File: src/hdl/tppse_pkg.sv
// shared types and constants of the three-phase pattern section extractor
// item and result structs, command codes, phase and sequencer enums
// no dependencies
package tppse_pkg;

    localparam int WINDOW_BYTES_DEF = 64;
    localparam int LINE_BYTES_DEF   = 64;

    localparam int CFG_W     = 7;
    localparam int CFG_IDX_W = 2;

    localparam logic [CFG_IDX_W-1:0] CFG_TRIGGER_LEN = 2'd0;
    localparam logic [CFG_IDX_W-1:0] CFG_MATCH_LEN   = 2'd1;
    localparam logic [CFG_IDX_W-1:0] CFG_END_LEN     = 2'd2;

    localparam logic [1:0] CMD_SCAN    = 2'd0;
    localparam logic [1:0] CMD_LOAD    = 2'd1;
    localparam logic [1:0] CMD_RESTART = 2'd2;

    localparam logic [1:0] SEL_TRIGGER = 2'd0;
    localparam logic [1:0] SEL_MATCH   = 2'd1;
    localparam logic [1:0] SEL_END     = 2'd2;

    localparam int NUM_PATTERNS = 3;

    localparam logic [7:0] NEWLINE_BYTE = 8'h0A;

    localparam logic STOP_END      = 1'b0;
    localparam logic STOP_OVERFLOW = 1'b1;

    typedef struct packed {
        logic [1:0] cmd;
        logic [1:0] pattern_select;
        logic [5:0] pattern_position;
        logic [7:0] value;
        logic       chunk_end;
    } t_item;

    typedef struct packed {
        logic [7:0] out_byte;
        logic       is_status;
        logic       stop_cause;
        logic       last;
    } t_result;

    typedef struct packed {
        logic [CFG_W-1:0] trigger_length;
        logic [CFG_W-1:0] match_length;
        logic [CFG_W-1:0] end_length;
    } t_cfg;

    typedef enum logic [1:0] {
        OP_SCAN,
        OP_LOAD,
        OP_RESTART
    } t_op_kind;

    typedef struct packed {
        t_op_kind   kind;
        logic [1:0] sel;
        logic [5:0] pos;
        logic [7:0] value;
    } t_op;

    typedef struct packed {
        logic valid;
        t_op  op;
    } t_op_if;

    typedef enum logic [1:0] {
        PH_TRIGGER,
        PH_MATCH,
        PH_TEXT,
        PH_DONE
    } t_phase;

    typedef enum logic [1:0] {
        BS_IDLE,
        BS_CMP,
        BS_EMIT_MATCH,
        BS_EMIT_LINE
    } t_bstate;

endpackage

File: src/hdl/tppse_front.sv
// front end: accepts input items, classifies them into operations
// and holds them in a two-entry operation queue; uses tppse_pkg
module tppse_front
    import tppse_pkg::*;
#(
    parameter int WINDOW_BYTES = WINDOW_BYTES_DEF
) (
    input  logic   i_clk,
    input  logic   i_rst_n,
    input  logic   push,
    output logic   full,
    input  t_item  i_item,
    output t_op_if o_op_if,
    input  logic   i_op_pop
);

    t_op        r_q [2];
    logic       r_wp;
    logic       r_rp;
    logic [1:0] r_cnt;

    logic w_keep;
    t_op  w_op;
    logic w_wr;
    logic w_rd;

    always_comb begin
        w_op.kind  = OP_SCAN;
        w_op.sel   = i_item.pattern_select;
        w_op.pos   = i_item.pattern_position;
        w_op.value = i_item.value;
        w_keep     = 1'b0;
        case (i_item.cmd)
            CMD_SCAN: begin
                w_op.kind = OP_SCAN;
                w_keep    = 1'b1;
            end
            CMD_LOAD: begin
                w_op.kind = OP_LOAD;
                w_keep    = (i_item.pattern_select <= SEL_END) &&
                            ({1'b0, i_item.pattern_position} < 7'(WINDOW_BYTES));
            end
            CMD_RESTART: begin
                w_op.kind = OP_RESTART;
                w_keep    = 1'b1;
            end
            default: begin
                w_keep = 1'b0;
            end
        endcase
    end

    assign full    = (r_cnt == 2'd2);
    assign w_wr    = push && !full && w_keep;
    assign w_rd    = i_op_pop && (r_cnt != 2'd0);

    assign o_op_if.valid = (r_cnt != 2'd0);
    assign o_op_if.op    = r_q[r_rp];

    always_ff @(posedge i_clk) begin
        if (!i_rst_n) begin
            r_wp  <= 1'b0;
            r_rp  <= 1'b0;
            r_cnt <= 2'd0;
        end else begin
            if (w_wr) begin
                r_wp <= ~r_wp;
            end
            if (w_rd) begin
                r_rp <= ~r_rp;
            end
            case ({w_wr, w_rd})
                2'b10:   r_cnt <= r_cnt + 2'd1;
                2'b01:   r_cnt <= r_cnt - 2'd1;
                default: r_cnt <= r_cnt;
            endcase
        end
    end

    always_ff @(posedge i_clk) begin
        if (w_wr) begin
            r_q[r_wp] <= w_op;
        end
    end

endmodule

File: src/hdl/tppse_back.sv
// back end: sequencer that shifts the match window, compares it with the
// pattern store, buffers text lines and emits results; uses tppse_pkg
module tppse_back
    import tppse_pkg::*;
#(
    parameter int WINDOW_BYTES = WINDOW_BYTES_DEF,
    parameter int LINE_BYTES   = LINE_BYTES_DEF
) (
    input  logic    i_clk,
    input  logic    i_rst_n,
    input  t_cfg    i_cfg,
    input  t_op_if  i_op_if,
    output logic    o_op_pop,
    input  logic    i_res_full,
    output logic    o_res_push,
    output t_result o_res
);

    localparam int WIN_AW = $clog2(WINDOW_BYTES);
    localparam int LEN_W  = $clog2(WINDOW_BYTES + 1);
    localparam int LB_AW  = $clog2(LINE_BYTES);
    localparam int FILL_W = $clog2(LINE_BYTES + 1);

    t_bstate r_state;
    t_bstate n_state;
    t_phase  r_phase;
    t_phase  n_phase;

    logic [7:0]                    r_win [WINDOW_BYTES];
    logic [7:0]                    n_win [WINDOW_BYTES];
    logic [7:0]                    w_shift [WINDOW_BYTES];
    logic [WINDOW_BYTES-1:0][7:0]  r_pat_mem [NUM_PATTERNS];
    logic [WINDOW_BYTES-1:0][7:0]  r_row;
    logic [WINDOW_BYTES-1:0]       w_eq;
    logic                          w_match;

    logic [LEN_W-1:0]  r_len;
    logic [LEN_W-1:0]  n_len;
    logic [LEN_W-1:0]  r_cnt;
    logic [LEN_W-1:0]  n_cnt;
    logic [LEN_W-1:0]  w_len;
    logic [CFG_W-1:0]  w_raw_len;
    logic [7:0]        r_byte;
    logic [7:0]        n_byte;

    logic [7:0]        r_line_mem [LINE_BYTES];
    logic [7:0]        r_line_q;
    logic [FILL_W-1:0] r_fill;
    logic [FILL_W-1:0] n_fill;
    logic [FILL_W-1:0] r_idx;
    logic [FILL_W-1:0] n_idx;

    logic       w_pat_we;
    logic       w_row_ld;
    logic       w_row_shift;
    logic       w_line_we;
    logic [1:0] w_rd_sel;

    // length of the pattern that belongs to the current phase
    always_comb begin
        case (r_phase)
            PH_TRIGGER: w_raw_len = i_cfg.trigger_length;
            PH_MATCH:   w_raw_len = i_cfg.match_length;
            default:    w_raw_len = i_cfg.end_length;
        endcase
        if (w_raw_len == '0) begin
            w_len = LEN_W'(1);
        end else if (w_raw_len > CFG_W'(WINDOW_BYTES)) begin
            w_len = LEN_W'(WINDOW_BYTES);
        end else begin
            w_len = LEN_W'(w_raw_len);
        end
        case (r_phase)
            PH_TRIGGER: w_rd_sel = SEL_TRIGGER;
            PH_MATCH:   w_rd_sel = SEL_MATCH;
            default:    w_rd_sel = SEL_END;
        endcase
    end

    for (genvar g = 0; g < WINDOW_BYTES; g++) begin : g_win
        if (g < WINDOW_BYTES - 1) begin : g_mid
            assign w_shift[g] = (LEN_W'(g + 1) < w_len)  ? r_win[g + 1] :
                                (LEN_W'(g + 1) == w_len) ? i_op_if.op.value : r_win[g];
        end else begin : g_top
            assign w_shift[g] = (LEN_W'(g + 1) == w_len) ? i_op_if.op.value : r_win[g];
        end
        assign w_eq[g] = (r_win[g] == r_row[g]) || (LEN_W'(g) >= r_len);
    end

    assign w_match = &w_eq;

    // next state
    always_comb begin
        n_state = r_state;
        case (r_state)
            BS_IDLE: begin
                if (i_op_if.valid && (i_op_if.op.kind == OP_SCAN) && (r_phase != PH_DONE)) begin
                    n_state = BS_CMP;
                end
            end
            BS_CMP: begin
                case (r_phase)
                    PH_MATCH: begin
                        if (w_match && (r_len != LEN_W'(1))) begin
                            n_state = BS_EMIT_MATCH;
                        end else begin
                            n_state = BS_IDLE;
                        end
                    end
                    PH_TEXT: begin
                        if (w_match || (r_fill == FILL_W'(LINE_BYTES))) begin
                            if (!i_res_full) begin
                                n_state = BS_IDLE;
                            end
                        end else if (r_byte == NEWLINE_BYTE) begin
                            n_state = BS_EMIT_LINE;
                        end else begin
                            n_state = BS_IDLE;
                        end
                    end
                    default: begin
                        n_state = BS_IDLE;
                    end
                endcase
            end
            BS_EMIT_MATCH: begin
                if (!i_res_full && (r_cnt == LEN_W'(1))) begin
                    n_state = BS_IDLE;
                end
            end
            BS_EMIT_LINE: begin
                if (!i_res_full && (r_idx == r_fill)) begin
                    n_state = BS_IDLE;
                end
            end
            default: begin
                n_state = BS_IDLE;
            end
        endcase
    end

    // outputs and datapath
    always_comb begin
        o_op_pop         = 1'b0;
        o_res_push       = 1'b0;
        o_res.out_byte   = '0;
        o_res.is_status  = 1'b0;
        o_res.stop_cause = STOP_END;
        o_res.last       = 1'b0;
        w_pat_we         = 1'b0;
        w_row_ld         = 1'b0;
        w_row_shift      = 1'b0;
        w_line_we        = 1'b0;
        n_phase          = r_phase;
        n_win            = r_win;
        n_len            = r_len;
        n_byte           = r_byte;
        n_cnt            = r_cnt;
        n_fill           = r_fill;
        n_idx            = r_idx;
        case (r_state)
            BS_IDLE: begin
                if (i_op_if.valid) begin
                    o_op_pop = 1'b1;
                    case (i_op_if.op.kind)
                        OP_LOAD: begin
                            w_pat_we = 1'b1;
                        end
                        OP_RESTART: begin
                            for (int i = 0; i < WINDOW_BYTES; i++) begin
                                n_win[i] = '0;
                            end
                            n_phase = PH_TRIGGER;
                            n_fill  = '0;
                        end
                        OP_SCAN: begin
                            if (r_phase != PH_DONE) begin
                                n_win    = w_shift;
                                w_row_ld = 1'b1;
                                n_len    = w_len;
                                n_byte   = i_op_if.op.value;
                            end
                        end
                        default: begin
                            o_op_pop = 1'b1;
                        end
                    endcase
                end
            end
            BS_CMP: begin
                case (r_phase)
                    PH_TRIGGER: begin
                        if (w_match) begin
                            n_phase = PH_MATCH;
                        end
                    end
                    PH_MATCH: begin
                        if (w_match) begin
                            n_phase     = PH_TEXT;
                            n_cnt       = r_len - LEN_W'(1);
                            w_row_shift = 1'b1;
                        end
                    end
                    PH_TEXT: begin
                        if (w_match || (r_fill == FILL_W'(LINE_BYTES))) begin
                            if (!i_res_full) begin
                                o_res_push       = 1'b1;
                                o_res.is_status  = 1'b1;
                                o_res.stop_cause = w_match ? STOP_END : STOP_OVERFLOW;
                                o_res.last       = 1'b1;
                                n_phase          = PH_DONE;
                            end
                        end else if (r_byte == NEWLINE_BYTE) begin
                            n_idx = '0;
                        end else begin
                            w_line_we = 1'b1;
                            n_fill    = r_fill + FILL_W'(1);
                        end
                    end
                    default: begin
                        n_phase = r_phase;
                    end
                endcase
            end
            BS_EMIT_MATCH: begin
                if (!i_res_full) begin
                    o_res_push     = 1'b1;
                    o_res.out_byte = r_row[0];
                    o_res.last     = (r_cnt == LEN_W'(1));
                    w_row_shift    = 1'b1;
                    n_cnt          = r_cnt - LEN_W'(1);
                end
            end
            BS_EMIT_LINE: begin
                if (!i_res_full) begin
                    o_res_push = 1'b1;
                    if (r_idx == r_fill) begin
                        o_res.out_byte = NEWLINE_BYTE;
                        o_res.last     = 1'b1;
                        n_fill         = '0;
                    end else begin
                        o_res.out_byte = r_line_q;
                        n_idx          = r_idx + FILL_W'(1);
                    end
                end
            end
            default: begin
                o_res_push = 1'b0;
            end
        endcase
    end

    always_ff @(posedge i_clk) begin
        if (!i_rst_n) begin
            r_state <= BS_IDLE;
            r_phase <= PH_TRIGGER;
            r_fill  <= '0;
            r_idx   <= '0;
            r_cnt   <= '0;
            for (int i = 0; i < WINDOW_BYTES; i++) begin
                r_win[i] <= '0;
            end
        end else begin
            r_state <= n_state;
            r_phase <= n_phase;
            r_fill  <= n_fill;
            r_idx   <= n_idx;
            r_cnt   <= n_cnt;
            r_win   <= n_win;
        end
    end

    always_ff @(posedge i_clk) begin
        r_len  <= n_len;
        r_byte <= n_byte;
    end

    // pattern store, one row per pattern with byte writes
    always_ff @(posedge i_clk) begin
        if (w_pat_we) begin
            r_pat_mem[i_op_if.op.sel][i_op_if.op.pos[WIN_AW-1:0]] <= i_op_if.op.value;
        end
        if (w_row_ld) begin
            r_row <= r_pat_mem[w_rd_sel];
        end else if (w_row_shift) begin
            r_row <= {8'h00, r_row[WINDOW_BYTES-1:1]};
        end
    end

    // line buffer
    always_ff @(posedge i_clk) begin
        if (w_line_we) begin
            r_line_mem[r_fill[LB_AW-1:0]] <= r_byte;
        end
        r_line_q <= r_line_mem[n_idx[LB_AW-1:0]];
    end

`ifndef SYNTHESIS
    a_push_space: assert property (@(posedge i_clk) disable iff (!i_rst_n)
        o_res_push |-> !i_res_full)
        else $error("result pushed into full queue");

    a_fill_bound: assert property (@(posedge i_clk) disable iff (!i_rst_n)
        r_fill <= FILL_W'(LINE_BYTES))
        else $error("line fill beyond buffer");

    a_status_done: assert property (@(posedge i_clk) disable iff (!i_rst_n)
        (o_res_push && o_res.is_status) |=> (r_phase == PH_DONE) && (r_state == BS_IDLE))
        else $error("stop status did not finish scan");

    a_emit_cnt: assert property (@(posedge i_clk) disable iff (!i_rst_n)
        (r_state == BS_EMIT_MATCH) |-> (r_cnt != '0) && (r_phase == PH_TEXT))
        else $error("match emission count lost");

    a_line_idx: assert property (@(posedge i_clk) disable iff (!i_rst_n)
        (r_state == BS_EMIT_LINE) |-> (r_idx <= r_fill))
        else $error("line read index past fill");
`endif

endmodule

File: src/hdl/tppse_out_q.sv
// two-entry result queue between the sequencer and the result ports
// uses tppse_pkg
module tppse_out_q
    import tppse_pkg::*;
(
    input  logic    i_clk,
    input  logic    i_rst_n,
    input  logic    i_push,
    input  t_result i_res,
    output logic    o_full,
    output logic    empty,
    input  logic    pop,
    output t_result o_result
);

    t_result    r_q [2];
    logic       r_wp;
    logic       r_rp;
    logic [1:0] r_cnt;

    logic w_wr;
    logic w_rd;

    assign o_full   = (r_cnt == 2'd2);
    assign empty    = (r_cnt == 2'd0);
    assign w_wr     = i_push && !o_full;
    assign w_rd     = pop && !empty;
    assign o_result = r_q[r_rp];

    always_ff @(posedge i_clk) begin
        if (!i_rst_n) begin
            r_wp  <= 1'b0;
            r_rp  <= 1'b0;
            r_cnt <= 2'd0;
        end else begin
            if (w_wr) begin
                r_wp <= ~r_wp;
            end
            if (w_rd) begin
                r_rp <= ~r_rp;
            end
            case ({w_wr, w_rd})
                2'b10:   r_cnt <= r_cnt + 2'd1;
                2'b01:   r_cnt <= r_cnt - 2'd1;
                default: r_cnt <= r_cnt;
            endcase
        end
    end

    always_ff @(posedge i_clk) begin
        if (w_wr) begin
            r_q[r_wp] <= i_res;
        end
    end

endmodule

File: src/hdl/three_phase_pattern_section_extractor.sv
// a stop status goes from the operation queue through the sequencer's compare state
// and the result queue to the result ports; emitted text and match bytes also pass an emit state
// scan items use the idle and compare states (only idle after finish), loads and restarts idle;
// emitted text and match bytes leave at one per cycle while the result queue is not full
// reset: synchronous active low, clears queues, phase, line fill and window
// pattern store and line buffer are not cleared and need no clearing pass
module three_phase_pattern_section_extractor
    import tppse_pkg::*;
#(
    parameter int WINDOW_BYTES = WINDOW_BYTES_DEF,
    parameter int LINE_BYTES   = LINE_BYTES_DEF
) (
    input  logic                 i_clk,
    input  logic                 i_rst_n,
    input  logic                 push,
    output logic                 full,
    input  t_item                i_item,
    output logic                 empty,
    input  logic                 pop,
    output t_result              o_result,
    input  logic                 i_cfg_we,
    input  logic [CFG_IDX_W-1:0] i_cfg_idx,
    input  logic [CFG_W-1:0]     i_cfg_data
);

    t_cfg    r_cfg;
    t_op_if  w_op_if;
    logic    w_op_pop;
    logic    w_res_full;
    logic    w_res_push;
    t_result w_res;

    always_ff @(posedge i_clk) begin
        if (!i_rst_n) begin
            r_cfg.trigger_length <= CFG_W'(1);
            r_cfg.match_length   <= CFG_W'(1);
            r_cfg.end_length     <= CFG_W'(1);
        end else if (i_cfg_we) begin
            case (i_cfg_idx)
                CFG_TRIGGER_LEN: r_cfg.trigger_length <= i_cfg_data;
                CFG_MATCH_LEN:   r_cfg.match_length   <= i_cfg_data;
                CFG_END_LEN:     r_cfg.end_length     <= i_cfg_data;
                default:         r_cfg                <= r_cfg;
            endcase
        end
    end

    tppse_front #(
        .WINDOW_BYTES (WINDOW_BYTES)
    ) u_front (
        .i_clk    (i_clk),
        .i_rst_n  (i_rst_n),
        .push     (push),
        .full     (full),
        .i_item   (i_item),
        .o_op_if  (w_op_if),
        .i_op_pop (w_op_pop)
    );

    tppse_back #(
        .WINDOW_BYTES (WINDOW_BYTES),
        .LINE_BYTES   (LINE_BYTES)
    ) u_back (
        .i_clk      (i_clk),
        .i_rst_n    (i_rst_n),
        .i_cfg      (r_cfg),
        .i_op_if    (w_op_if),
        .o_op_pop   (w_op_pop),
        .i_res_full (w_res_full),
        .o_res_push (w_res_push),
        .o_res      (w_res)
    );

    tppse_out_q u_out_q (
        .i_clk    (i_clk),
        .i_rst_n  (i_rst_n),
        .i_push   (w_res_push),
        .i_res    (w_res),
        .o_full   (w_res_full),
        .empty    (empty),
        .pop      (pop),
        .o_result (o_result)
    );

endmodule

File: config.mk
export PLATFORM = sky130hd
export DESIGN_NAME = three_phase_pattern_section_extractor
export DESIGN_NICKNAME = d
export VERILOG_FILES = /design/src/hdl/tppse_pkg.sv /design/src/hdl/tppse_front.sv /design/src/hdl/tppse_back.sv /design/src/hdl/tppse_out_q.sv /design/src/hdl/three_phase_pattern_section_extractor.sv
export SDC_FILE = /design/constraint.sdc
export NUM_CORES = 2
export LEC_CHECK = 0
export BUFFER_PORTS_ARGS = -buffer_cell sky130_fd_sc_hd__buf_2
export CAP_MARGIN = 20
export CORE_UTILIZATION = 40
export DETAILED_ROUTE_END_ITERATION = 10
export SLEW_MARGIN = 20
export SYNTH_ARGS = -nofsm -noshare
export SYNTH_HDL_FRONTEND = slang
export SYNTH_SLANG_ARGS = --single-unit
File: constraint.sdc
create_clock -name i_clk -period 39.6 [get_ports i_clk]
set_input_delay 3.96 -clock i_clk [delete_from_list [all_inputs] [get_ports i_clk]]
set_output_delay 3.96 -clock i_clk [all_outputs]
set_load 0.02 [all_outputs]
==> flow_metrics.tcl <==
set metrics [dict create \
    grt-ovfl-total 0 \
    async_reset_ff_frac 0 \
    finalSetupTns_ns 0 \
    cp_data_arrival_time_ns 9.42 \
    layout-drive-gt1-share 0.08678 \
    postRouteAntennaNets 0 \
    critical-path-top-cell-by-count "nor4_1" \
    power.total_mw 8.569 \
    share_comb_of_total_power 0.160 \
    synth_flop_cell "edfxtp_1" \
    endpoint "u_back.r_line_q[7]" \
    rrSetupSlack_ns 30.77 \
    clockBufferDepth 4 \
    cts_root_buffer "clkbuf_16" \
    area_delta_synth_final_pct 12.09 \
    slew_violations 0 \
    cts_resized 0 \
    final_cells 15610 \
    nets 10860 \
    worstSetupPathType "flip-flop to flip-flop" \
    portBuffers 44 \
    r2r_start "u_back.r_row[215]" \
    critPathMaxFanout 57 \
    first_pass_iters 8 \
    path_cells "xor2_1, nor4_1, nand4_1, nor4_1, a31oi_1, nor4_1, and4_1, o221ai_2, o21ai_4, buf_4, buf_4, nand3_1, a32o_1, a2111oi_0, nand4_1" \
    rsz0062_at_grt "false" \
    maxCapViolCount 0 \
    outcome "finished, final reports clean" \
    drc 0 \
    antenna_found_initial 13 \
    seq_area_frac_synth 0.6675 \
    cts_tree "yes" \
    cts_setup_buffers 0 \
    synth_edf_count 2633 \
    p_seq_frac 0.473 \
    fp.dieH_um 584.5 \
    synth_cell_types 82 \
    dp_hpwl_um 251700 \
    grt_max_degree 250 \
    p_switching_mw 2.475 \
    p_leak_nw 54.41 \
    synth_area_um2 135700 \
    required_ns 40.19 \
    netlist_instances 10970 \
    wl_um 393300 \
    startpoint "u_back.r_row[215]" \
    report.final.setup_viol 0 \
    synth.top_cells.by_count "2,633 x edfxtp_1, 1,193 x nor2_1, 1,014 x nand2_1" \
    p_per_area_nw_per_um2 56.33 \
    yosys_warnings 0 \
    synth_area_per_cell_um2 12.37 \
    htree_levels 5 \
    irDropWorstVdd_mv 0.03967 \
    drtIter0Drc 9770 \
    core_um2 337100 \
    max_freq_mhz 113.3 \
    r2r.worst_path.cells 15 \
    synth_largest_area_cell "edfxtp_1" \
    clock-sinks 3209 \
    r2r-end "u_back.r_line_q[7]" \
    clkPwrFrac 0.367 \
    min-delay-path-class "flip-flop to flip-flop" \
    grt_pass1_vias 85250 \
    internal-power_mw 6.094 \
    initial_core_util 0.4026 \
    period_share 0.2229 \
    viasPerCell 5.641 \
    cp_slowest_cell "nor4_1" \
    switching_share 0.2889 \
    cpPeakStageDelay_ns 1.15 \
    clock_skew_ns 0.06925 \
    num_vias 88050 \
    slew_headroom 0.1160 \
    grt_pass1_wl_um 570800 \
    clk_latency_ns 0.93 \
    critPathLaunchType "flip-flop" \
    synth_top_area_share 0.5826 \
    max_slew.worst_pin.slew_ns 1.315 \
    dp.cells 14980 \
    place_congestion 0.9695 \
    cts_buffers 335 \
    grt_use_total 0.2246 \
    cp-end-kind "flip-flop" \
    hold_viol_final 0 \
    post_drt_wl_per_cell_um 25.20 \
    yosys-top-cells-area "edfxtp_1 58%, dfxtp_1 8.5%, mux2i_1 5.2%, a21oi_1 3.7%, nor2_1 3.3%" \
    path_clk_slew_ns 0.06 \
    design.die.area_um2 341600 \
    die_x_um 584.5 \
    yosysMostFrequentCell "edfxtp_1" \
    ys_ff_latch 3209 \
    syn-num-nets 11020 \
    layout_min_cycle_time_ns 8.828 \
    std_cell_rows 213 \
    io_pins 46 \
    hold_buffers 0 \
]
## cell type report
class	count	area [um^2]
Tap cell	4515	5649
Multi-Input combinational cell	6987	42920
Clock inverter	173	1658
Inverter	48	240.2
Timing Repair Buffer	228	1814
Clock buffer	441	9223
Antenna cell	7	17.52
Fill cell	30180	185000
Sequential cell	3209	90600
## worst min path at each step
stage                           start                end  slack [ns]  cells past startpoint
CTS                          r_cfg[0]           r_cfg[0]        0.49                      2
floorplan                   r_cfg[14]          r_cfg[14]        0.44                      2
global placement            r_cfg[14]          r_cfg[14]        0.46                      2
detailed placement           r_cfg[0]           r_cfg[0]        0.47                      2
global route                 r_cfg[0]           r_cfg[0]        0.50                      2
finish              u_back.r_win[504]  u_back.r_win[504]        0.49                      2
## registers in the layout (all words and copies together), names as in the netlist, named ones only
signal / cells
u_out_q.r_q: 22
u_out_q.r_rp: 1
u_back.r_state: 2
u_back.r_line_q: 8
u_front.r_q: 36
u_out_q.r_cnt: 2
u_back.r_len: 7
u_back.r_idx: 7
u_front.r_rp: 1
u_front.r_wp: 1
r_cfg: 21
u_back.r_row: 512
u_back.r_line_mem: 512
u_back.r_pat_mem: 1536
u_back.r_win: 512
u_back.r_byte: 8
u_front.r_cnt: 2
u_back.r_cnt: 7
u_back.r_fill: 7
u_back.r_phase: 2
u_out_q.r_wp: 1
## per-stage QoR
stage	util	area [um^2]	hold slack, ns	setup slack (ns)
6_report	0.4512	152100	0.4852	30.77
2_1_floorplan	-	135700	0.4420	13.01
4_1_cts	0.4497	151600	0.4874	31.19
3_3_place_gp	0.4173	140700	0.4566	31.27
5_1_grt	0.4512	152100	0.5033	30.82
3_5_place_dp	0.4174	140700	0.4734	31.23
## critical path, delay by kind of cell, from the launching register on
| kind | cells | cell delay, ns |
|---|---|---|
| simple gates | 7 | 4.80 |
| compound gates | 5 | 1.70 |
| buf+inv | 2 | 1.29 |
| flops | 1 | 0.42 |
| xor+xnor | 1 | 0.16 |
## logic make-up after synthesis
kind of cell             count (synthesis)  share of synthesized area
AO/OA/AOI/OAI                         2473                     0.1097
adder cells (fa/ha/maj)                 21                   0.001936
XOR/XNOR                               539                    0.03478
buffers and inverters                  774                    0.02233
AND/OR/NAND/NOR                       3191                     0.1047
multiplexers                           763                    0.05896
flip-flops                            3209                     0.6675
## power by group through the flow
stage,Sequential [mW],Combinational (mW),Clock [mW]
global route,4.06,1.47,3.31
floorplan,4.16,0.810,0
detailed placement,4.12,1.34,0
CTS,4.05,1.35,3.18
finish,4.06,1.37,3.14
global placement,4.12,1.32,0
## routing by layer
layer  GRT usage  up-vias  share of wire
met3     0.03459      692          0.076
met4     0.08421        4          0.039
met2      0.3553     3408           0.46
li1            -    40200              -
met5           0        -        0.00019
met1      0.3118    43740           0.43
## layout by cell type (no fill, tap or decap), types with 163 or more instances in the layout
| cell type | count |
|---|---|
| buf_4 | 163 |
| dfxtp_1 | 575 |
| nand2_1 | 1007 |
| o21ai_0 | 637 |
| mux2i_1 | 692 |
| a2111oi_0 | 277 |
| xor2_1 | 293 |
| edfxtp_1 | 2633 |
| a21oi_1 | 996 |
| clkbuf_16 | 346 |
| nor2_1 | 1186 |
| xnor2_1 | 246 |
| nor2b_1 | 460 |
Power figures use the tool's default switching activity.
